[src/sdr_pkg.sv]
package sdr_pkg;

    localparam int unsigned DATA_W    = 64;
    localparam int unsigned HALF_W    = 32;
    // one quotient bit per divide stage
    localparam int unsigned DIV_STEPS = DATA_W;
    // operand stage + divide stages + result stage
    localparam int unsigned LATENCY   = DIV_STEPS + 2;

    localparam logic [1:0] CMD_QUO32 = 2'd0;
    localparam logic [1:0] CMD_REM32 = 2'd1;
    localparam logic [1:0] CMD_QUO64 = 2'd2;
    localparam logic [1:0] CMD_REM64 = 2'd3;

    typedef struct packed {
        logic [1:0]               command;
        logic signed [DATA_W-1:0] dividend;
        logic signed [DATA_W-1:0] divisor;
    } sdr_in_t;

    typedef struct packed {
        logic signed [DATA_W-1:0] answer;
        logic                     divide_by_zero;
    } sdr_out_t;

    // state carried down the divide pipeline
    typedef struct packed {
        logic              valid;
        logic              wide;
        logic              want_rem;
        logic              neg_quo;
        logic              neg_rem;
        logic              div_zero;
        logic [DATA_W-1:0] rem;      // partial remainder
        logic [DATA_W-1:0] quo;      // dividend bits shift out, quotient bits shift in
        logic [DATA_W-1:0] mag_div;  // divisor magnitude
    } sdr_stage_t;

endpackage

[src/sdr_post.sv]
module sdr_post
    import sdr_pkg::*;
(
    input  logic       clk,
    input  logic       rst_n,
    input  sdr_stage_t stage_in,
    output sdr_out_t   result,
    output logic       done
);

    logic [DATA_W-1:0] raw;
    logic              neg;
    logic [DATA_W-1:0] signed_val;
    sdr_out_t          result_next;
    sdr_out_t          result_reg;
    logic              done_reg;

    always_comb
    begin
        raw        = stage_in.want_rem ? stage_in.rem : stage_in.quo;
        neg        = stage_in.want_rem ? stage_in.neg_rem : stage_in.neg_quo;
        signed_val = neg ? (~raw + 1'b1) : raw;

        result_next.divide_by_zero = stage_in.div_zero;
        if (stage_in.div_zero)
        begin
            result_next.answer = '0;
        end
        else if (stage_in.wide)
        begin
            result_next.answer = signed_val;
        end
        else
        begin
            result_next.answer = {{HALF_W{signed_val[HALF_W-1]}}, signed_val[HALF_W-1:0]};
        end
    end

    always_ff @(posedge clk or negedge rst_n)
    begin
        if (!rst_n)
        begin
            done_reg <= 1'b0;
        end
        else
        begin
            done_reg <= stage_in.valid;
        end
    end

    always_ff @(posedge clk)
    begin
        result_reg <= result_next;
    end

    assign result = result_reg;
    assign done   = done_reg;

endmodule

[config.mk]
export PLATFORM = sky130hd
export DESIGN_NAME = sdr_post
export DESIGN_NICKNAME = d
export VERILOG_FILES = /design/src/sdr_pkg.sv /design/src/sdr_post.sv
export SDC_FILE = /design/constraint.sdc
export NUM_CORES = 1
export LEC_CHECK = 0
export ABC_AREA = 1
export BUFFER_PORTS_ARGS = -buffer_cell sky130_fd_sc_hd__buf_2
export CORE_MARGIN = 4
export CORE_UTILIZATION = 40
export CTS_CLUSTER_SIZE = 20
export DETAILED_ROUTE_END_ITERATION = 7
export HOLD_SLACK_MARGIN = 0.15
export PLACE_DENSITY = 0.69
export SYNTH_ARGS = -nofsm -noshare
export SYNTH_HDL_FRONTEND = slang
export SYNTH_SLANG_ARGS = --single-unit
[constraint.sdc]
create_clock -name clk -period 0.8 [get_ports clk]
set_clock_uncertainty 0.05 [all_clocks]
set_input_delay 0.08 -clock clk [delete_from_list [all_inputs] [get_ports clk]]
set_output_delay 0.08 -clock clk [all_outputs]
set_load 0.05 [all_outputs]
After elaboration in Yosys (flattened, before gate mapping):

Cells that the tools add are included.
W data, S select, Z words.

* mux-type cells: 4
* bitwise gates (word level): 1
* add/sub/neg operators: 1

Operators with widths (number)
* $mux W64: 3
* $add A64 B1 Y64 const B: 1
* $not A64 Y64: 1
* $mux W1: 1

* register bits: 66
* input bits: 200
* output and inout bits: 66

Logic depth before layout (Yosys ltp):

* depth after elaboration: 5
* mapped depth: 16

Least setup slack after synthesis:

Ideal clock, no wire load.

* path type: input-to-reg
* from: input stage_in[195] (netlist name)
* to: register result_reg, in the netlist result[49]
* stages: 16
* slack: -1.031 ns
* data arrival time: 1.711 ns
* cell sequence: buf_6 -> buf_12 -> nand2_2 -> nand2_1 -> inv_2 -> ha_1 -> nand3_1 -> nor2_1 -> nand3_1 -> nor2_2 -> nand2_1 -> nand2_2 -> nand3_1 -> nand2_1 -> nand3_1 -> a21oi_2

* cells in the longest elaborated chain, start to end: 5

RTL lines
* start, declared: line sdr_post.sv:6 `input sdr_stage_t stage_in,`
* $mux W64: line sdr_post.sv:20 `raw = stage_in.want_rem ? stage_in.rem : stage_in.quo;`
* $not A64 Y64: line sdr_post.sv:22 `signed_val = neg ? (~raw + 1'b1) : raw;`
* $add A64 B1 Y64: line sdr_post.sv:22
* $mux W64 (*): line sdr_post.sv:22
* $mux W64 (*): line sdr_post.sv:29 `else if (stage_in.wide)`
* end signal, assigned: line sdr_post.sv:53 `result_reg <= result_next;`
* end, declared: line sdr_post.sv:15 `sdr_out_t result_reg;`

Mark *: on every way between the ends. The rest lies on a longest branch, timed or not.
A chain may end at the register's enable or synchronous reset.

Final worst setup path:

* from: input stage_in[195] (netlist name)
* to: register result_reg, in the netlist result[51]

The elaborated chain is that of the path after synthesis.

==> impl_summary.txt <==
----------------------------------------------------
[Synthesis]
  Post-Synthesis Cell Area ... 6170 um2
  Commonest register cell after synthesis ... sky130_fd_sc_hd__dfxtp_1
  Count of state elements after synthesis ... 66
  Post-synthesis async set-or-reset flop share ... 1.52%
  Leading area contributor after synthesis ... sky130_fd_sc_hd__nand2_1
  Count of synthesis-stage warnings from yosys ... 0
  Average instance area after synthesis ... 5.82 um2
  Most common library cells after synthesis ... 382 x sky130_fd_sc_hd__nand2_1, 123 x sky130_fd_sc_hd__nor2_1, 112 x sky130_fd_sc_hd__inv_1
  Net count of the mapped netlist ... 1261
  Number of synthesized flops with an enable pin ... 0
  Count leader, synth ... sky130_fd_sc_hd__nand2_1
  Number of distinct library cells after synthesis ... 35
  Top post-synthesis cells by area ... sky130_fd_sc_hd__nand2_1 23%, sky130_fd_sc_hd__dfxtp_1 21%, sky130_fd_sc_hd__nor2_1 7.5%, sky130_fd_sc_hd__inv_1 6.8%, sky130_fd_sc_hd__nand3_1 6.5%
  Number of instances in the synthesized netlist ... 1060
  Post-synthesis sequential area ratio ... 21.5%
  Share of the synthesized area in the top cell type ... 23.3%

[STA]
  Minimum clock period after layout ... 1.72 ns
  Pins over their slew limit ... 0
  Actual slew at the worst max-slew pin ... 0.417 ns
  Fin worst setup slack ... -0.918 ns
  Worst-case headroom to the max-slew limit ... 71.9%
  Setup repair after global routing missed its margin ... true
  F_max ... 582 MHz
  Final period utilization ... 215%
  Final setup violating endpoints ... 129
  Setup tns final ... -60.53 ns
  Post-route worst hold slack ... 0.0367 ns
  Number of endpoints with negative hold slack in the final report ... 0

[Cells and area]
  Largest register FFs ... 65
  Number of inserted filler cells in the final layout ... 1257
  Total inserted antenna cells ... 0
  Proportion of layout cells with a drive suffix above 1 ... 54.6%
  Area growth from synthesis to final layout ... 74.7%
  Fin nets ... 1668

[Global routing]
  GR Overflow Total ... 0
  Maximum number of pins on one net before global-route repair ... 26
  Antenna violations before repair ... 1
  Total routing resource utilization after global routing ... 28.9%
  Global-route wire length before repair ... 40.0 mm
  Vias in the first global route ... 7579

[Routing]
  Antenna-violating nets left ... 0
  Number of DRC markers in iteration 0 ... 687
  DR WL met2 ... 12.0 mm
  Pre-antenna DRT Iters ... 5
  Count of unresolved DRC violations after routing ... 0
  Average routed wire per standard cell ... 16.5 um
  Vias after detailed routing ... 8388
  Drt total wl ... 27.4 mm
  Detailed-route vias per instance ... 5.05
  Highest metal layer used by the detailed router ... met4
  Detailed-routing wirelength on met1 ... 12.3 mm
  WL met3 ... 2.53 mm

[Floorplan]
  Site row count ... 45
  Core ar. ... 15100 um2
  Floorplan die area ... 17500 um2
  Horizontal die dimension ... 132 um
  Initial Utilization ... 40.7%
  Die extent in y ... 132 um
  Top Ports ... 266

[Place]
  Final HPWL DP ... 20.5 mm
  Global placer's final weighted congestion ... 1.02
  I/O Buffers ... 201
  Post-Place Setup Slack ... -1.34 ns

[Clock network]
  CTS tree ... built
  Root buffer cell ... sky130_fd_sc_hd__clkbuf_16
  Clock sink total ... 66
  Hold buffers post-CTS ... 3
  Number of buffers created by CTS ... 9
  CTS clk-pin slew, worst paths ... 0.05 ns
  Maximum count of clock buffers along a single path ... 2
  Count of H-tree levels built during CTS ... 3

[Power]
  LEAKAGE ... 5.44 nW
  Ratio of total power to cell area ... 1380 nW/um2
  Maximum VDD drop ... 0.00105 V
  Overall power of the completed layout ... 14.9 mW

[Outcome]
  Run status ... complete, but fails checks
  Failing checks ... setup timing

[Flow run]
  # Max-Cap Violations ... 0

[Setup path]
  Type of destination of the critical path ... flop
  Worst EP required ... 1.02 ns
  Crit path launch type ... input port
  Max stage delay cell, worst path ... sky130_fd_sc_hd__nand3b_4
  Delay contributed by the slowest stage of the critical path ... 0.22 ns
  Crit Path Class ... input port to flop
  Data arrival time at the worst-slack endpoint ... 1.94 ns
  Cells along the critical path ... buf_16, buf_8, buf_4, nand2_2, nand2_1, nor2_4, nand2_4, inv_1, nand2_2, nor2_4, nand2_4, nand3_4, nand3b_4, buf_8, a21oi_2
  Top fanout value on the critical path ... 9

[Worst hold path]
  Hold crit path type ... input port to flop

----------------------------------------------------
-- logic make-up (layout without fill, tap and decap cells) --
| kind of cell | after synthesis | in the layout | synth area share, % |
|---|---|---|---|
| and+or+nand+nor | 717 | 718 | 51.9 |
| buffers and inverters | 159 | 570 | 13.7 |
| AOI/OAI and AO/OA | 116 | 116 | 12.5 |
| DFF | 66 | 66 | 21.5 |
| adders and majority gates | 1 | 1 | 0.203 |
| xor gates and xnor gates | 1 | 1 | 0.142 |
-- critical path, delay by kind of cell --
kind | cells | cell delay (ns)
and+or+nand+nor | 9 | 0.95
buffers and inverters | 5 | 0.73
AOI/OAI and AO/OA | 1 | 0.15
-- metal layers --
layer	track usage [%]	vias up
li1	-	4133
met1	42.4	3803
met2	42.7	408
met3	5.92	44
met4	7.99	0
met5	0	-
-- stage by stage --
| stage | util [%] | instances | area, um2 |
|---|---|---|---|
| floorplan | - | 1060 | 6390 |
| global route | 71.1 | 1660 | 10800 |
| global placement | 58.3 | 1608 | 8830 |
| detailed placement | 58.3 | 1608 | 8830 |
| CTS | 65.8 | 1642 | 9960 |
| finish | 71.1 | 1660 | 10800 |
-- power by group --
| part | internal [mW] | switching [mW] |
|---|---|---|
| registers | 3.63 | 0.162 |
| logic | 2.86 | 4.06 |
| clock network | 2.50 | 1.70 |
| total | 8.99 | 5.93 |
-- worst paths after layout --
path                               start    endpoint  slack, ns  cells past startpoint
max                        stage_in[195]  result[51]      -0.92                     15
min                        stage_in[192]   result[0]       0.04                      2
max in group asynchronous          rst_n        done       0.09                      3
min in group asynchronous          rst_n        done       0.51                      3
-- placed cells by master, fill, tap and decap left out, types with 11 or more instances in the layout --
cell and n:
sky130_fd_sc_hd__dfxtp_1 27, sky130_fd_sc_hd__buf_4 195, sky130_fd_sc_hd__nand4_1 17, sky130_fd_sc_hd__inv_1 103
sky130_fd_sc_hd__clkbuf_16 11, sky130_fd_sc_hd__buf_2 157, sky130_fd_sc_hd__nand2_1 313, sky130_fd_sc_hd__o21ai_1 21
sky130_fd_sc_hd__nand2_2 106, sky130_fd_sc_hd__o21ai_2 14, sky130_fd_sc_hd__nor2_2 38, sky130_fd_sc_hd__buf_6 26
sky130_fd_sc_hd__o21ai_0 12, sky130_fd_sc_hd__a21oi_2 34, sky130_fd_sc_hd__dfxtp_2 36, sky130_fd_sc_hd__nand3_2 19
sky130_fd_sc_hd__nor2_1 78, sky130_fd_sc_hd__buf_8 34, sky130_fd_sc_hd__nand3_1 59, sky130_fd_sc_hd__inv_2 12
sky130_fd_sc_hd__buf_12 13, sky130_fd_sc_hd__a21oi_1 23, sky130_fd_sc_hd__nor2_4 42, sky130_fd_sc_hd__nand2_4 23
-- area by class of cell --
| cell class | instances | area (um2) | area share, % |
|---|---|---|---|
| clock buffer | 10 | 239 | 2.22 |
| clock inverter | 6 | 66.3 | 0.615 |
| sequential | 66 | 1380 | 12.8 |
| inverter | 119 | 469 | 4.35 |
| multi-input combinational | 836 | 4840 | 45.0 |
| timing repair buffer | 435 | 3540 | 32.9 |
| tap | 188 | 235 | 2.18 |
-- what timing repair did --
action,CTS,global route
setup endpoints to repair,129,129
gates cloned,5,2
setup buffers,10,16
pin swaps,34,41
hold endpoints to repair,29,21
gates resized for setup,187,214
(Power assumes the default switching activity.)
