**config.mk**
```make
export PLATFORM = sky130hd
export DESIGN_NAME = sdr_prep
export DESIGN_NICKNAME = d
export VERILOG_FILES = /design/src/sdr_pkg.sv /design/src/sdr_prep.sv
export SDC_FILE = /design/constraint.sdc
export NUM_CORES = 1
export LEC_CHECK = 0
export BUFFER_PORTS_ARGS = -buffer_cell sky130_fd_sc_hd__buf_4
export CORE_MARGIN = 5
export CORE_UTILIZATION = 50
export DETAILED_ROUTE_END_ITERATION = 12
export GPL_TIMING_DRIVEN = 0
export PLACE_DENSITY = 0.93
export SYNTH_ARGS = -nofsm -noshare
export SYNTH_HDL_FRONTEND = slang
export SYNTH_SLANG_ARGS = --single-unit
```
**constraint.sdc**
```tcl
create_clock -name clk -period 1.17 [get_ports clk]
set_input_delay 0.234 -clock clk [delete_from_list [all_inputs] [get_ports clk]]
set_output_delay 0.234 -clock clk [all_outputs]
set_load 0.005 [all_outputs]
```
**src/sdr_pkg.sv**
```systemverilog
package sdr_pkg;

    localparam int unsigned DATA_W    = 64;
    localparam int unsigned HALF_W    = 32;
    // one quotient bit per divide stage
    localparam int unsigned DIV_STEPS = DATA_W;
    // operand stage + divide stages + result stage
    localparam int unsigned LATENCY   = DIV_STEPS + 2;

    localparam logic [1:0] CMD_QUO32 = 2'd0;
    localparam logic [1:0] CMD_REM32 = 2'd1;
    localparam logic [1:0] CMD_QUO64 = 2'd2;
    localparam logic [1:0] CMD_REM64 = 2'd3;

    typedef struct packed {
        logic [1:0]               command;
        logic signed [DATA_W-1:0] dividend;
        logic signed [DATA_W-1:0] divisor;
    } sdr_in_t;

    typedef struct packed {
        logic signed [DATA_W-1:0] answer;
        logic                     divide_by_zero;
    } sdr_out_t;

    // state carried down the divide pipeline
    typedef struct packed {
        logic              valid;
        logic              wide;
        logic              want_rem;
        logic              neg_quo;
        logic              neg_rem;
        logic              div_zero;
        logic [DATA_W-1:0] rem;      // partial remainder
        logic [DATA_W-1:0] quo;      // dividend bits shift out, quotient bits shift in
        logic [DATA_W-1:0] mag_div;  // divisor magnitude
    } sdr_stage_t;

endpackage

```
**src/sdr_prep.sv**
```systemverilog
module sdr_prep
    import sdr_pkg::*;
(
    input  logic       clk,
    input  logic       rst_n,
    input  logic       accept,
    input  sdr_in_t    operands,
    output sdr_stage_t stage_out
);

    logic              wide;
    logic              want_rem;
    logic [DATA_W-1:0] a_ext;
    logic [DATA_W-1:0] b_ext;
    sdr_stage_t        data_next;
    sdr_stage_t        data_reg;
    logic              valid_reg;

    always_comb
    begin
        wide     = (operands.command == CMD_QUO64) || (operands.command == CMD_REM64);
        want_rem = (operands.command == CMD_REM32) || (operands.command == CMD_REM64);
        // 32-bit modes: sign-extend the low halves, magnitudes then match
        if (wide)
        begin
            a_ext = operands.dividend;
            b_ext = operands.divisor;
        end
        else
        begin
            a_ext = {{HALF_W{operands.dividend[HALF_W-1]}}, operands.dividend[HALF_W-1:0]};
            b_ext = {{HALF_W{operands.divisor[HALF_W-1]}}, operands.divisor[HALF_W-1:0]};
        end

        data_next          = '0;
        data_next.wide     = wide;
        data_next.want_rem = want_rem;
        data_next.neg_quo  = a_ext[DATA_W-1] ^ b_ext[DATA_W-1];
        data_next.neg_rem  = a_ext[DATA_W-1];
        data_next.div_zero = (b_ext == '0);
        data_next.rem      = '0;
        data_next.quo      = a_ext[DATA_W-1] ? (~a_ext + 1'b1) : a_ext;
        data_next.mag_div  = b_ext[DATA_W-1] ? (~b_ext + 1'b1) : b_ext;
    end

    always_ff @(posedge clk or negedge rst_n)
    begin
        if (!rst_n)
        begin
            valid_reg <= 1'b0;
        end
        else
        begin
            valid_reg <= accept;
        end
    end

    always_ff @(posedge clk)
    begin
        data_reg <= data_next;
    end

    always_comb
    begin
        stage_out       = data_reg;
        stage_out.valid = valid_reg;
    end

endmodule

```
==> results of run 1 <==
synthesized netlist by cell type (all sizes together) (2+ instances only):
master	instances	area (um^2)
a2111oi	2	30.03
a21o	3	22.52
a21oi	29	148.9
a31o	3	26.28
a31oi	10	62.56
and2	3	18.77
and3	2	12.51
buf	73	530.5
clkbuf	28	105.1
dfxtp	133	2663
ha	2	25.02
inv	13	48.80
mux2i	3	30.03
nand2	32	120.1
nand2b	14	87.58
nand3	9	45.04
nand4	10	81.33
nand4b	2	17.52
nor2	107	401.6
nor2b	4	25.02
nor3	29	166.4
nor4	27	183.9
nor4b	2	17.52
o2111ai	3	32.53
o211ai	3	22.52
o21a	2	15.01
o21ai	44	220.2
o31ai	32	259.0
o41ai	19	181.4
or2	10	62.56
or3	10	67.56
or3b	3	26.28
or4	17	135.1
or4b	8	87.59
xnor2	37	324.1
xor2	79	691.9
what timing repair did:
item / in CTS
pin swaps: 136
hold buffers: 10
gates resized for setup: 269
endpoints found under the setup margin: 127
buffers inserted: 80
cloned: 4
hold endpoints to repair: 10
per-stage QoR:
stage | hold slack (ns) | utilization [%]
floorplan | -0.06159 | -
global placement | 0.009290 | 73.08
detailed placement | 0.01004 | 73.08
CTS | 0.003109 | 92.37
cell families after synthesis:
logic type | Yosys count
flip-flops | 134
AO/OA/AOI/OAI | 153
multiplexers | 3
adder cells (fa/ha/maj) | 2
XOR/XNOR | 116
AND/OR/NAND/NOR | 293
other | 1
buffers and inverters | 115
==> summary.txt, run 1 <==
CTS
  • Clock sinks: about 130
  • Clk buf depth: 2
  • Clock root buffer: clkbuf_16
  • H-Tree Depth: 4
  • TritonCTS Buffers: 17

Logic synthesis
  • Synthesized area: 7093 um^2
  • Netlist cell types: 63
  • Async set-reset flop share out of synthesis: 0.7463%
  • Post-synth top flop: dfxtp_1
  • XOR/XNOR Fraction of Synth Area: 14.32%
  • Seq/Total Area, Yosys: between 30 and 40%
  • Syn avg cell area: 8.682 um^2
  • Synth Area in Adders: less than 1%
  • Syn Inst Count: 817
  • Register bit count reported by yosys: 134
  • Compound-Gate Fraction of Synth Area: 14.78%
  • Synth warnings: 0
  • Post-synth EDFFs: 0
  • Post-Synth Simple-Gate Area: approximately 22%
  • Mux cell area share after synthesis: 0.4234%
  • Main combinational cell family by area after synthesis: simple AND/OR/NAND/NOR gates

STA
  • Worst_ep kind: register input
  • Grt repair worst endpoint: stage_out[52]$_DFF_P_/D

Floorplan
  • Placement Rows: 43
  • # IOs: 331
  • Die Ht: 129.1 um
  • Initial core utilization: 51.10%
  • Die width: between 100 and 150 um

Placement
  • I/O Buffers: 264
  • Placed Instances: about 1,300
  • DP Wirelength: 20.96 mm
  • Gpl congestion: 0.9685
  • Post-placement cell area: 10,140 um^2
  • Pre-CTS WS: -1.609 ns

Run status
  • Status: did not finish
  • Error: [ERROR DPL-0038] Utilization greater than 100%, impossible to legalize
  • Last stage: global routing

GRT
  • Pin count of the biggest net entering global routing: 17
==> run 2: changes to the inputs <==
--- a/config.mk
+++ b/config.mk
@@ -7,10 +7,10 @@
 export LEC_CHECK = 0
 export BUFFER_PORTS_ARGS = -buffer_cell sky130_fd_sc_hd__buf_4
 export CORE_MARGIN = 5
-export CORE_UTILIZATION = 50
+export CORE_UTILIZATION = 35
 export DETAILED_ROUTE_END_ITERATION = 12
 export GPL_TIMING_DRIVEN = 0
-export PLACE_DENSITY = 0.93
+export PLACE_DENSITY_LB_ADDON = 0.15
 export SYNTH_ARGS = -nofsm -noshare
 export SYNTH_HDL_FRONTEND = slang
 export SYNTH_SLANG_ARGS = --single-unit
==> summary.txt, run 2 <==
Run status
  • Status: finished, violations left
  • Failing checks: negative setup slack

Floorplan
  • # IOs: 331
  • Initial core utilization: 35.28%
  • Die area: 23,210 um^2
  • Die width: 152.4 um
  • Core region area: 20,100 um^2
  • Placement Rows: 52
  • Die Ht: 152.4 um

GRT
  • Met1 usage: 29.11%
  • Most used routing layer: met2
  • Vias in the first global route: 8,183
  • GR Util met2: about two fifths
  • Initial antenna violation count: 0
  • Pin count of the biggest net entering global routing: 17
  • Total gr overflow: 0
  • GR Util All Layers: between 20 and 25%
  • First-pass GRT wire length: 45.26 mm
  • Met3 Usage GRT: 6.987%

Placement
  • DP Wirelength: 20.22 mm
  • Gpl congestion: 0.9061
  • I/O Buffers: 264
  • Placed Instances: 1,414

STA
  • Worst setup margin: -0.7192 ns
  • Unrepaired setup endpoints after global routing: true
  • Final setup fails: roughly 130
  • Final min period: 1.889 ns
  • Final hold viol count: 0
  • Final Cycle Share: 161.5%
  • Max Clk Rate: 0.5293 GHz
  • Max Slew Vio Count: 0
  • Fin Hold WS: 0.01229 ns
  • Setup TNS: -51.73 ns
  • Slew margin rel.: 20.43%
  • Worst-margin pin slew: 1.193 ns

CTS
  • CTS tree: built
  • H-Tree Depth: 4
  • Clock sinks: 134
  • Clock root buffer: clkbuf_16
  • TritonCTS Buffers: 17
  • Clk buf depth: 2
  • Clock slew at reported path FFs: 0.05 ns

Final layout
  • Number of diodes: 0
  • Max reg flops: 133
  • Finished Layout Cells: 1,565
  • Most frequent cells in the layout: buf_4, dfxtp_1, nor2_1
  • Nets: approximately 1,400
  • Layout cell share with drive strength beyond 1: 56.83%
  • Most common cell after layout, fill and taps aside: buf_4
  • Synth-to-Final Area Change: 94.11%
  • Final Util: 68.48%

Route
  • Drt first pass iters: 5
  • DRT iter0 DRCs: 407
  • Final wirelength: slightly above 30 mm
  • Vias per cell: 5.079
  • Antenna viol nets, final: 0
  • Routed WL per cell: 19.41 um
  • DRC: 0
  • Vias: 7,948

Logic synthesis
  • Syn Inst Count: 817
  • Post-synth top flop: dfxtp_1
  • Syn avg cell area: 8.682 um^2
  • Seq/Total Area, Yosys: between 30% and 40%
  • Netlist cell types: 63
  • Post-synth EDFFs: 0
  • Async set-reset flop share out of synthesis: 0.7463%
  • Synth area leader: dfxtp_1
  • Top cells by area, synth: dfxtp_1, xor2_1, buf_4
  • Register bit count reported by yosys: 134
  • Synthesized area: a little over 7000 um^2
  • Post-synth top cells: dfxtp_1, nor2_1, xor2_1, buf_4, o21ai_0
  • Synth warnings: 0
  • Synth top area share: between 30% and 40%
  • Count leader, synth: dfxtp_1

Setup path
  • Crit start category: primary input
  • Arr. time, crit path: 2.18 ns
  • Slowest cell on the critical path: or4_4
  • CP endpoint kind: flop
  • Crit-path max FO: 6
  • CP Cell Sequence: buf_8 -> or4_4 -> nor4_4 -> buf_4 -> nand4_1 -> buf_6 -> buf_12 -> o31ai_4 -> xor2_1 -> nor2_1
  • Worst Setup Path Type: primary input to flop
  • Critical Path RT: 1.46 ns
  • Critical path's largest stage delay: 0.56 ns

Pwr
  • P per Cell Area: approximately 1100 nW/um^2
  • Pleak: 5.976 nW
  • Worst VDD drop: between 800 and 900 uV

Flow run
  • Max capacitance violation total: 0

Worst hold path
  • Hold WC Path Type: primary input to flop
[run 2: cells by family after synthesis]
logic type | count (synthesis) | share of synthesized area, %
AO/OA/AOI/OAI | 153 | 14.78
XOR/XNOR | 116 | 14.32
adder cells (fa/ha/maj) | 2 | 0.3527
buffers and inverters | 115 | 9.702
flip-flops | 134 | 37.89
multiplexers | 3 | 0.4234
other | 1 | 0.05287
AND/OR/NAND/NOR | 293 | 22.47
[run 2: worst paths after layout]
check                             start                     to  slack, ns  depth (start not counted)
worst max-delay path        operands[8]  stage_out[42]$_DFF_P_      -0.72                         10
worst min-delay path       operands[30]  stage_out[30]$_DFF_P_       0.01                          2
max in group asynchronous         rst_n    valid_reg$_DFF_PN0_       0.97                          2
min in group asynchronous         rst_n    valid_reg$_DFF_PN0_       0.12                          2
[run 2: where the power goes]
| part | total (mW) | leakage (nW) | internal [mW] | switching [mW] |
|---|---|---|---|---|
| clock network | 5.77 | 0.302 | 3.69 | 2.08 |
| registers | 5.19 | 1.13 | 5.05 | 0.146 |
| logic | 3.80 | 4.55 | 2.01 | 1.79 |
[run 2: layer usage]
metal | vias up | share of wire (%)
met5 | - | 0
met4 | 0 | 3.6
li1 | 3707 | -
met1 | 3733 | 40
met2 | 418 | 49
met3 | 90 | 7.4
[run 2: what timing repair did]
| item | CTS | global route |
|---|---|---|
| hold buffers | 11 | 2 |
| setup endpoints to repair | 127 | 130 |
| gates resized for setup | 239 | 125 |
| cloned | 4 | 0 |
| setup buffers | 77 | 44 |
| hold endpoints to repair | 11 | 2 |
| pin swaps | 110 | 110 |
[run 2: area by class of cell]
| type | instances | area (um^2) |
|---|---|---|
| clock inverter | 6 | 113.9 |
| clock buffer | 25 | 515.5 |
| inverter | 14 | 62.56 |
| buffer | 95 | 773.2 |
| tap | 270 | 337.8 |
| timing repair buffer | 390 | 3425 |
| multi-input combinational | 631 | 5853 |
| fill | 1519 | 6336 |
| sequential | 134 | 2688 |
[run 2: through the flow]
| step | setup slack (ns) | power, mW | area [um^2] |
|---|---|---|---|
| 4_1_cts | -0.6774 | 14.56 | 12880 |
| 6_report | -0.7192 | 14.76 | 13770 |
| 2_1_floorplan | -0.9286 | 6.608 | 7936 |
| 3_5_place_dp | -1.591 | 8.254 | 10260 |
| 3_3_place_gp | -1.608 | 8.250 | 10260 |
| 5_1_grt | -0.7916 | 15.34 | 13770 |
[run 2: worst max-delay path, delay by kind of cell]
kind | cells | cell delay [ns]
compound gates | 1 | 0.18
buf+inv | 4 | 0.57
xor+xnor | 1 | 0.16
simple gates | 4 | 1.01
No activity file was read; power rests on OpenSTA's default activity.
