--- config.mk ---
export PLATFORM = sky130hd
export DESIGN_NAME = sdr_div_stage
export DESIGN_NICKNAME = d
export VERILOG_FILES = /design/src/sdr_pkg.sv /design/src/sdr_div_stage.sv
export SDC_FILE = /design/constraint.sdc
export NUM_CORES = 1
export LEC_CHECK = 0
export ABC_AREA = 1
export BUFFER_PORTS_ARGS = -buffer_cell sky130_fd_sc_hd__buf_2
export CAP_MARGIN = 15
export CORE_ASPECT_RATIO = 1.4
export CORE_MARGIN = 5
export CORE_UTILIZATION = 30
export CTS_CLUSTER_SIZE = 28
export DETAILED_ROUTE_END_ITERATION = 7
export GPL_TIMING_DRIVEN = 0
export HOLD_SLACK_MARGIN = 0.06
export SLEW_MARGIN = 0
export SYNTH_ARGS = -nofsm -noshare
export SYNTH_HDL_FRONTEND = slang
export SYNTH_SLANG_ARGS = --single-unit
--- constraint.sdc ---
create_clock -name clk -period 1.1 [get_ports clk]
set_input_delay 0.275 -clock clk [delete_from_list [all_inputs] [get_ports clk]]
set_output_delay 0.275 -clock clk [all_outputs]
set_load 0.05 [all_outputs]
--- src/sdr_pkg.sv ---
package sdr_pkg;

    localparam int unsigned DATA_W    = 64;
    localparam int unsigned HALF_W    = 32;
    // one quotient bit per divide stage
    localparam int unsigned DIV_STEPS = DATA_W;
    // operand stage + divide stages + result stage
    localparam int unsigned LATENCY   = DIV_STEPS + 2;

    localparam logic [1:0] CMD_QUO32 = 2'd0;
    localparam logic [1:0] CMD_REM32 = 2'd1;
    localparam logic [1:0] CMD_QUO64 = 2'd2;
    localparam logic [1:0] CMD_REM64 = 2'd3;

    typedef struct packed {
        logic [1:0]               command;
        logic signed [DATA_W-1:0] dividend;
        logic signed [DATA_W-1:0] divisor;
    } sdr_in_t;

    typedef struct packed {
        logic signed [DATA_W-1:0] answer;
        logic                     divide_by_zero;
    } sdr_out_t;

    // state carried down the divide pipeline
    typedef struct packed {
        logic              valid;
        logic              wide;
        logic              want_rem;
        logic              neg_quo;
        logic              neg_rem;
        logic              div_zero;
        logic [DATA_W-1:0] rem;      // partial remainder
        logic [DATA_W-1:0] quo;      // dividend bits shift out, quotient bits shift in
        logic [DATA_W-1:0] mag_div;  // divisor magnitude
    } sdr_stage_t;

endpackage

--- src/sdr_div_stage.sv ---
module sdr_div_stage
    import sdr_pkg::*;
(
    input  logic       clk,
    input  logic       rst_n,
    input  sdr_stage_t stage_in,
    output sdr_stage_t stage_out
);

    logic [DATA_W:0] shifted;
    logic [DATA_W:0] diff;
    logic            fits;
    sdr_stage_t      data_next;
    sdr_stage_t      data_reg;
    logic            valid_reg;

    // restoring step: partial remainder stays below the divisor, so
    // the shifted value fits in DATA_W bits
    always_comb
    begin
        shifted        = {stage_in.rem, stage_in.quo[DATA_W-1]};
        diff           = shifted - {1'b0, stage_in.mag_div};
        fits           = !diff[DATA_W];
        data_next      = stage_in;
        data_next.rem  = fits ? diff[DATA_W-1:0] : shifted[DATA_W-1:0];
        data_next.quo  = {stage_in.quo[DATA_W-2:0], fits};
    end

    always_ff @(posedge clk or negedge rst_n)
    begin
        if (!rst_n)
        begin
            valid_reg <= 1'b0;
        end
        else
        begin
            valid_reg <= stage_in.valid;
        end
    end

    always_ff @(posedge clk)
    begin
        data_reg <= data_next;
    end

    always_comb
    begin
        stage_out       = data_reg;
        stage_out.valid = valid_reg;
    end

endmodule

# Word level (Yosys, flattened, before mapping)
# Index checks and enable logic that the tools add are counted.
[classes]
n_addsub = 1
mul = 0
n_div = 0
n_lt_le_gt_ge = 0
eq_ne = 0
shifts = 0
n_mux = 1
bitwise_logic = 0
n_reduce_logical = 1
[op_table]
columns = ["cell", "n"]
rows = [
  ["$sub 65x64->65", 1],
  ["$mux 64", 1],
  ["$logic_not 1->1", 1],
]
[word_totals]
ff_bits = 198
latch_bits = 0
ram_bits = 0
mem_bits_ro = 0
inputBits = 200
wordCells = 12
n_memories = 0

# Depth between registers and ports, before layout
# Gate-level depths: netlist (run 1).
[depth]
word_depth = 2
mapped_depth = 20
ltp_nobuf = 18

# Worst setup path after synthesis (run 1)
# Ideal clock, no wire load.
[synth_timing]
kind = "input to register"
startpoint = "in stage_in[127] (netlist name)"
endpoint = "reg data_reg (netlist bit stage_out[169])"
setup_time_ns = 0.112
arrival_ns = 2.072
setup_slack_ns = -1.083
stages = 19
n_path_buf = 2
cell_sequence = "inv_1 > ha_1 > fa_1 > inv_1 > nand2_1 > nand2_1 > nand3_1 > nand2_2 > nand2_1 > nand2_2 > nand2_1 > nand2_2 > nand2_2 > nand3_1 > nand2_2 > buf_12 > buf_12 > nand2_2 > nand2_1"
[synth_rtl]
columns = ["item", "line", "source"]
rows = [
  ["start, declared", "sdr_div_stage.sv:6", "input sdr_stage_t stage_in,"],
  ["end signal, assigned", "sdr_div_stage.sv:43", "data_reg <= data_next;"],
  ["end, declared", "sdr_div_stage.sv:14", "sdr_stage_t data_reg;"],
]

==> flow_metrics.tcl, run 1 <==
set metrics [dict create \
    first_pass_iters 5 \
    cp_data_arrival_time_ps 2380 \
    grt_max_degree 22 \
    synth-seq-area-share_pct 35.4 \
    max_freq_mhz 492 \
    required_ps 1450 \
    overflow 0 \
    drt_iter0_drc 572 \
    slew_headroom_pct 70.8 \
    drc 0 \
    avgRoutedWirePerCell_microns 18.7 \
    pin_count 398 \
    final_hold_viol_count 0 \
    hp-class "in -> reg" \
    start_util_pct 30.5 \
    seq_power_share_pct 31.6 \
    yosys_warnings 0 \
    worstSetupStartpointType "primary input" \
    routed_wl_microns 55400 \
    clkPwrFrac_pct 24.0 \
    combPwrFrac_pct 44.5 \
    cts_root_buffer "clkbuf_16" \
    ant_nets 0 \
    clk_pin_slew_ps 80 \
    whs_path_depth 3 \
    synth_cells 1803 \
    power.internal_mw 16.2 \
    grt_util_all_layers_pct 25.8 \
    power.density_nw_per_um2 1300 \
    endpoint_kind "flop" \
    setup_ws_ps -932 \
    leakage_nw 11.1 \
    first_global_vias 14105 \
    gp_congestion 0.962 \
    numCtsBuffers 17 \
    worstMarginPinSlew_ps 434 \
    htreeDepth 4 \
    drive_above_1_share_pct 41.2 \
    tns_ps -79990 \
    synth_cell_types 32 \
    violations "setup timing" \
    synth.largest_area_cell "dfxtp_1" \
    port_buffers 397 \
    antenna_found_initial 7 \
    grt_setup_unrepaired "true" \
    synth_top_area_share_pct 35.2 \
    status "finished with violations" \
    syn_nets 2068 \
    whs_endpoint "stage_out[181]" \
    final_common_cell "nand2_1" \
    dr_total_vias 13277 \
    row_count 83 \
    fin_nets 2738 \
    ys_seq_elements 198 \
    final-max-slew-violation-count 0 \
    cts_tree "built" \
    die-area_sq_um 41400 \
    irDropWorstVdd_uv 761 \
    min_from "stage_in[180]" \
    die-height_microns 239 \
    crit_fanout 10 \
    grt_pass1_wl_microns 82200 \
    synthesis.area_sq_um 11200 \
    clockBufferDepth 2 \
    syn_area_per_cell_sq_um 6.21 \
    synthToLayoutAreaGrowth_pct 85.8 \
    core_area_sq_um 36800 \
    drv_cap 0 \
    vias_per_cell 4.48 \
    period_share_pct 185 \
    swShare_pct 40.4 \
    pre_cts_ws_ps -1980 \
    dp_hpwl_microns 40700 \
    clock-sinks 198 \
    ys_top_cells_by_area "dfxtp_1 35%, nand2_1 26%, inv_1 13%" \
    largest_register_ffs 197 \
    final_cell_mix "648 x nand2_1, 358 x inv_1, 195 x buf_8, 195 x buf_2, 195 x dfxtp_2" \
    min_period_ps 2030 \
    p_sw_mw 11.0 \
    criticalPathCategory "in -> reg" \
    finalPower_mw 27.1 \
    setup_violations 263 \
    die_w_microns 173 \
    utilization_pct 56.6 \
]
[cells in the mapped netlist]
| master | number |
|---|---|
| or2_1 | 1 |
| inv_2 | 4 |
| and3_1 | 2 |
| nor3_1 | 12 |
| inv_1 | 388 |
| dfxtp_1 | 197 |
| dfrtp_1 | 1 |
| nor4_2 | 1 |
| clkinv_1 | 1 |
| nand3b_1 | 1 |
| or2_2 | 1 |
| buf_2 | 6 |
| nand2_4 | 1 |
| a21oi_1 | 53 |
| buf_8 | 2 |
| nand3_1 | 70 |
| xor2_1 | 30 |
| ha_1 | 64 |
| nor2_1 | 103 |
| o21ai_0 | 4 |
| buf_4 | 2 |
| buf_12 | 3 |
| nand2_1 | 788 |
| buf_6 | 1 |
| xnor2_1 | 1 |
| nor2_4 | 1 |
| o21bai_1 | 8 |
| fa_1 | 1 |
| nand2_2 | 29 |
| nand4_1 | 17 |
| nor4_1 | 3 |
| nor2_2 | 7 |
[worst max path at each step]
| stage | depth (start not counted) | startpoint | to | slack, ps |
|---|---|---|---|---|
| floorplan | 19 | stage_in[127] | stage_out[169] | -1000 |
| global placement | 17 | stage_in[37] | stage_out[181] | -1940 |
| detailed placement | 17 | stage_in[37] | stage_out[181] | -1980 |
| CTS | 21 | stage_in[127] | stage_out[170] | -820 |
| global route | 17 | stage_in[47] | stage_out[157] | -980 |
| finish | 21 | stage_in[127] | stage_out[170] | -930 |
[logic make-up after synthesis]
group                    count (synthesis)  synth area share, %
AO/OA/AOI/OAI                           65                 3.08
XOR/XNOR                                31                 2.42
adder cells (fa/ha/maj)                 65                 7.33
buffers and inverters                  407                 14.5
flip-flops                             198                 35.4
AND/OR/NAND/NOR                       1037                 37.3
[area by class of cell]
type / instances / area (sq um)
Fill cell: 3224 / 16000
Multi-Input combinational cell: 1198 / 7130
Timing Repair Buffer: 654 / 6560
Sequential cell: 198 / 4220
Inverter: 393 / 1490
Tap cell: 467 / 584
Clock buffer: 18 / 429
Buffer: 11 / 186
Clock inverter: 14 / 180
Antenna cell: 9 / 22.5
[repair_timing]
item | in CTS | in global routing
setup buffers | 53 | 5
setup endpoints to repair | 263 | 263
endpoints found under the hold margin | 192 | 1
gates resized for setup | 1008 | 166
hold buffers | 191 | 1
pin swaps | 50 | 32
cloned | 6 | 1
[stage by stage]
| step | area [sq um] | hold slack [ps] | std cells |
|---|---|---|---|
| finish | 20800 | 79.6 | 2962 |
| global route | 20800 | 72.4 | 2958 |
| global placement | 13800 | 49.6 | 2667 |
| detailed placement | 13800 | 50.4 | 2667 |
| floorplan | 11200 | -20.6 | 1803 |
| CTS | 20100 | 19.3 | 2946 |
[power by group through the flow]
stage	Sequential (mW)	Combinational (mW)	Clock [mW]
after floorplan	10.8	3.13	0
after global routing	8.63	12.8	6.93
after CTS	8.50	11.5	6.63
after detailed placement	8.23	8.29	0
final	8.56	12.1	6.51
after global placement	8.21	8.28	0
[metal layers]
metal / track usage (%) / up-vias / routed length [microns]
li1: - / 6667 / -
met1: 25.1 / 6093 / 19100
met2: 52.8 / 416 / 31400
met3: 4.84 / 101 / 2480
met4: 10.3 / 0 / 2420
met5: 0 / - / 0
[worst max-delay path, stage by stage]
cell and delay [ps]:
buf_12 90, inv_12 30, ha_4 160, fa_2 380, inv_2 70, nand2_1 50
nand2_1 70, nand3_2 70, nand2_2 90, nand2_2 50, nand2_2 70, nand2_2 70
nand2_4 70, nand2_4 80, buf_6 140, nand3_4 70, nand2_8 70, buf_12 150
buf_12 160, nand2_2 60, nand2_2 70
(Power assumes the default switching activity.)
==> run 2, diff against run 1 <==
Settings changed: RECOVER_POWER set to 25.
==> flow_metrics.tcl, run 2 (same netlist as run 1, synthesis figures left out) <==
set metrics [dict create \
    slowest_delay_ps 380 \
    clkPwrFrac_pct 24.0 \
    drt_iter0_drc 575 \
    die-area_sq_um 41400 \
    criticalPathCategory "in -> reg" \
    grt_pass1_wl_microns 82200 \
    cts_tree "built" \
    largest_register_ffs 197 \
    tns_ps -80020 \
    avgRoutedWirePerCell_microns 18.7 \
    min_period_ps 2030 \
    endpoint_kind "flop" \
    period_share_pct 185 \
    irDropWorstVdd_uv 761 \
    vias_per_cell 4.48 \
    pin_count 398 \
    row_count 83 \
    die-height_microns 239 \
    dp_hpwl_microns 40700 \
    hp-class "in -> reg" \
    clk_pin_slew_ps 80 \
    crit_fanout 10 \
    swShare_pct 40.4 \
    crit_chain "buf_12 > inv_12 > ha_4 > fa_2 > inv_2 > nand2_1 > nand2_1 > nand3_2 > nand2_2 > nand2_2 > nand2_2 > nand2_2 > nand2_4 > nand2_4 > buf_6 > nand3_4 > nand2_8 > buf_12 > buf_12 > nand2_2 > nand2_2" \
    cts_root_buffer "clkbuf_16" \
    first_global_vias 14105 \
    ant_nets 0 \
    combPwrFrac_pct 44.5 \
    critPathSlowestCell "fa_2" \
    worstSetupStartpointType "primary input" \
    setup_violations 263 \
    grt_setup_unrepaired "true" \
    power.internal_mw 16.2 \
    utilization_pct 56.6 \
    first_pass_iters 5 \
    seq_power_share_pct 31.6 \
    cp_data_arrival_time_ps 2380 \
    grt_util_all_layers_pct 25.8 \
    port_buffers 397 \
    worstMarginPinSlew_ps 434 \
    clock-sinks 198 \
    antenna_found_initial 7 \
    cpMostUsedCell "nand2_2" \
    core_area_sq_um 36800 \
    drv_cap 0 \
    status "finished with violations" \
    drc 0 \
    die_w_microns 173 \
    slew_headroom_pct 70.8 \
    violations "setup timing" \
    dr_total_vias 13260 \
    clockBufferDepth 2 \
    synthToLayoutAreaGrowth_pct 85.7 \
    power.density_nw_per_um2 1300 \
    overflow 0 \
    p_sw_mw 11.0 \
    routed_wl_microns 55400 \
    fin_nets 2738 \
    leakage_nw 11.1 \
    n_fill_cell 3225 \
    setup_ws_ps -931 \
    required_ps 1450 \
    final_cell_mix "648 x nand2_1, 358 x inv_1, 195 x buf_8, 195 x dfxtp_2, 193 x buf_2" \
    start_util_pct 30.5 \
    final_common_cell "nand2_1" \
    drive_above_1_share_pct 41.1 \
    max_freq_mhz 492 \
    gp_congestion 0.962 \
    final-max-slew-violation-count 0 \
    numCtsBuffers 17 \
    htreeDepth 4 \
    final_hold_viol_count 0 \
    grt_max_degree 22 \
]
==> run 2: per-layer routing <==
layer  global-route usage (%)  up-vias  part of all wire, %
met5                        0        -                    0
met4                     10.3        0                  4.4
met3                     4.84      101                  4.4
met2                     52.8      410                   57
met1                     25.1     6083                   35
li1                         -     6666                    -
==> run 2: final cells by class <==
| cell class | count | area [sq um] | area share, % |
|---|---|---|---|
| multi-input cells | 1198 | 7130 | 34.3 |
| clock inverters | 14 | 180 | 0.866 |
| well taps | 467 | 584 | 2.81 |
| clock buffers | 18 | 429 | 2.06 |
| repair buffers | 654 | 6560 | 31.5 |
| flip-flops and latches | 198 | 4220 | 20.3 |
| diodes | 9 | 22.5 | 0.108 |
| plain buffers | 11 | 186 | 0.896 |
| inverters | 393 | 1490 | 7.15 |
==> run 2: worst max-delay path: cells and delay by family <==
| family | cells | cell delay [ps] |
|---|---|---|
| AND/OR/NAND/NOR | 13 | 890 |
| adder cells (fa/ha/maj) | 2 | 540 |
| buffers and inverters | 6 | 640 |
==> run 2: metrics by stage <==
stage | hold WS (ps) | worst slack, ps | std cells | total power, mW | area, sq um
after CTS | 19.3 | -821 | 2946 | 26.6 | 20100
after global routing | 72.4 | -979 | 2958 | 28.4 | 20800
after floorplan | -20.6 | -997 | 1803 | 13.9 | 11200
after detailed placement | 50.4 | -1980 | 2667 | 16.5 | 13800
final | 79.4 | -931 | 2962 | 27.1 | 20800
after global placement | 49.6 | -1940 | 2667 | 16.5 | 13800
==> run 2: power by group through the flow <==
stage          clock, mW  sequential [mW]  combinational [mW]
2_1_floorplan          0             10.8                3.13
3_3_place_gp           0             8.21                8.28
3_5_place_dp           0             8.23                8.29
4_1_cts             6.63             8.50                11.5
5_1_grt             6.93             8.63                12.8
6_report            6.51             8.56                12.1
==> run 2: final timing paths <==
check                         startpoint             end  slack, ps  cells past startpoint
max                        stage_in[127]  stage_out[170]       -930                     21
min in group asynchronous          rst_n       valid_reg        110                      2
max in group asynchronous          rst_n       valid_reg        900                      2
min                        stage_in[180]  stage_out[181]         80                      3
==> run 2: timing repair <==
action / CTS / global route
setup endpoints to repair: 263 / 263
hold endpoints to repair: 192 / 1
pin swaps: 50 / 32
gates resized for setup: 1008 / 166
buffers inserted: 53 / 5
hold buffers: 191 / 1
cloned: 6 / 1
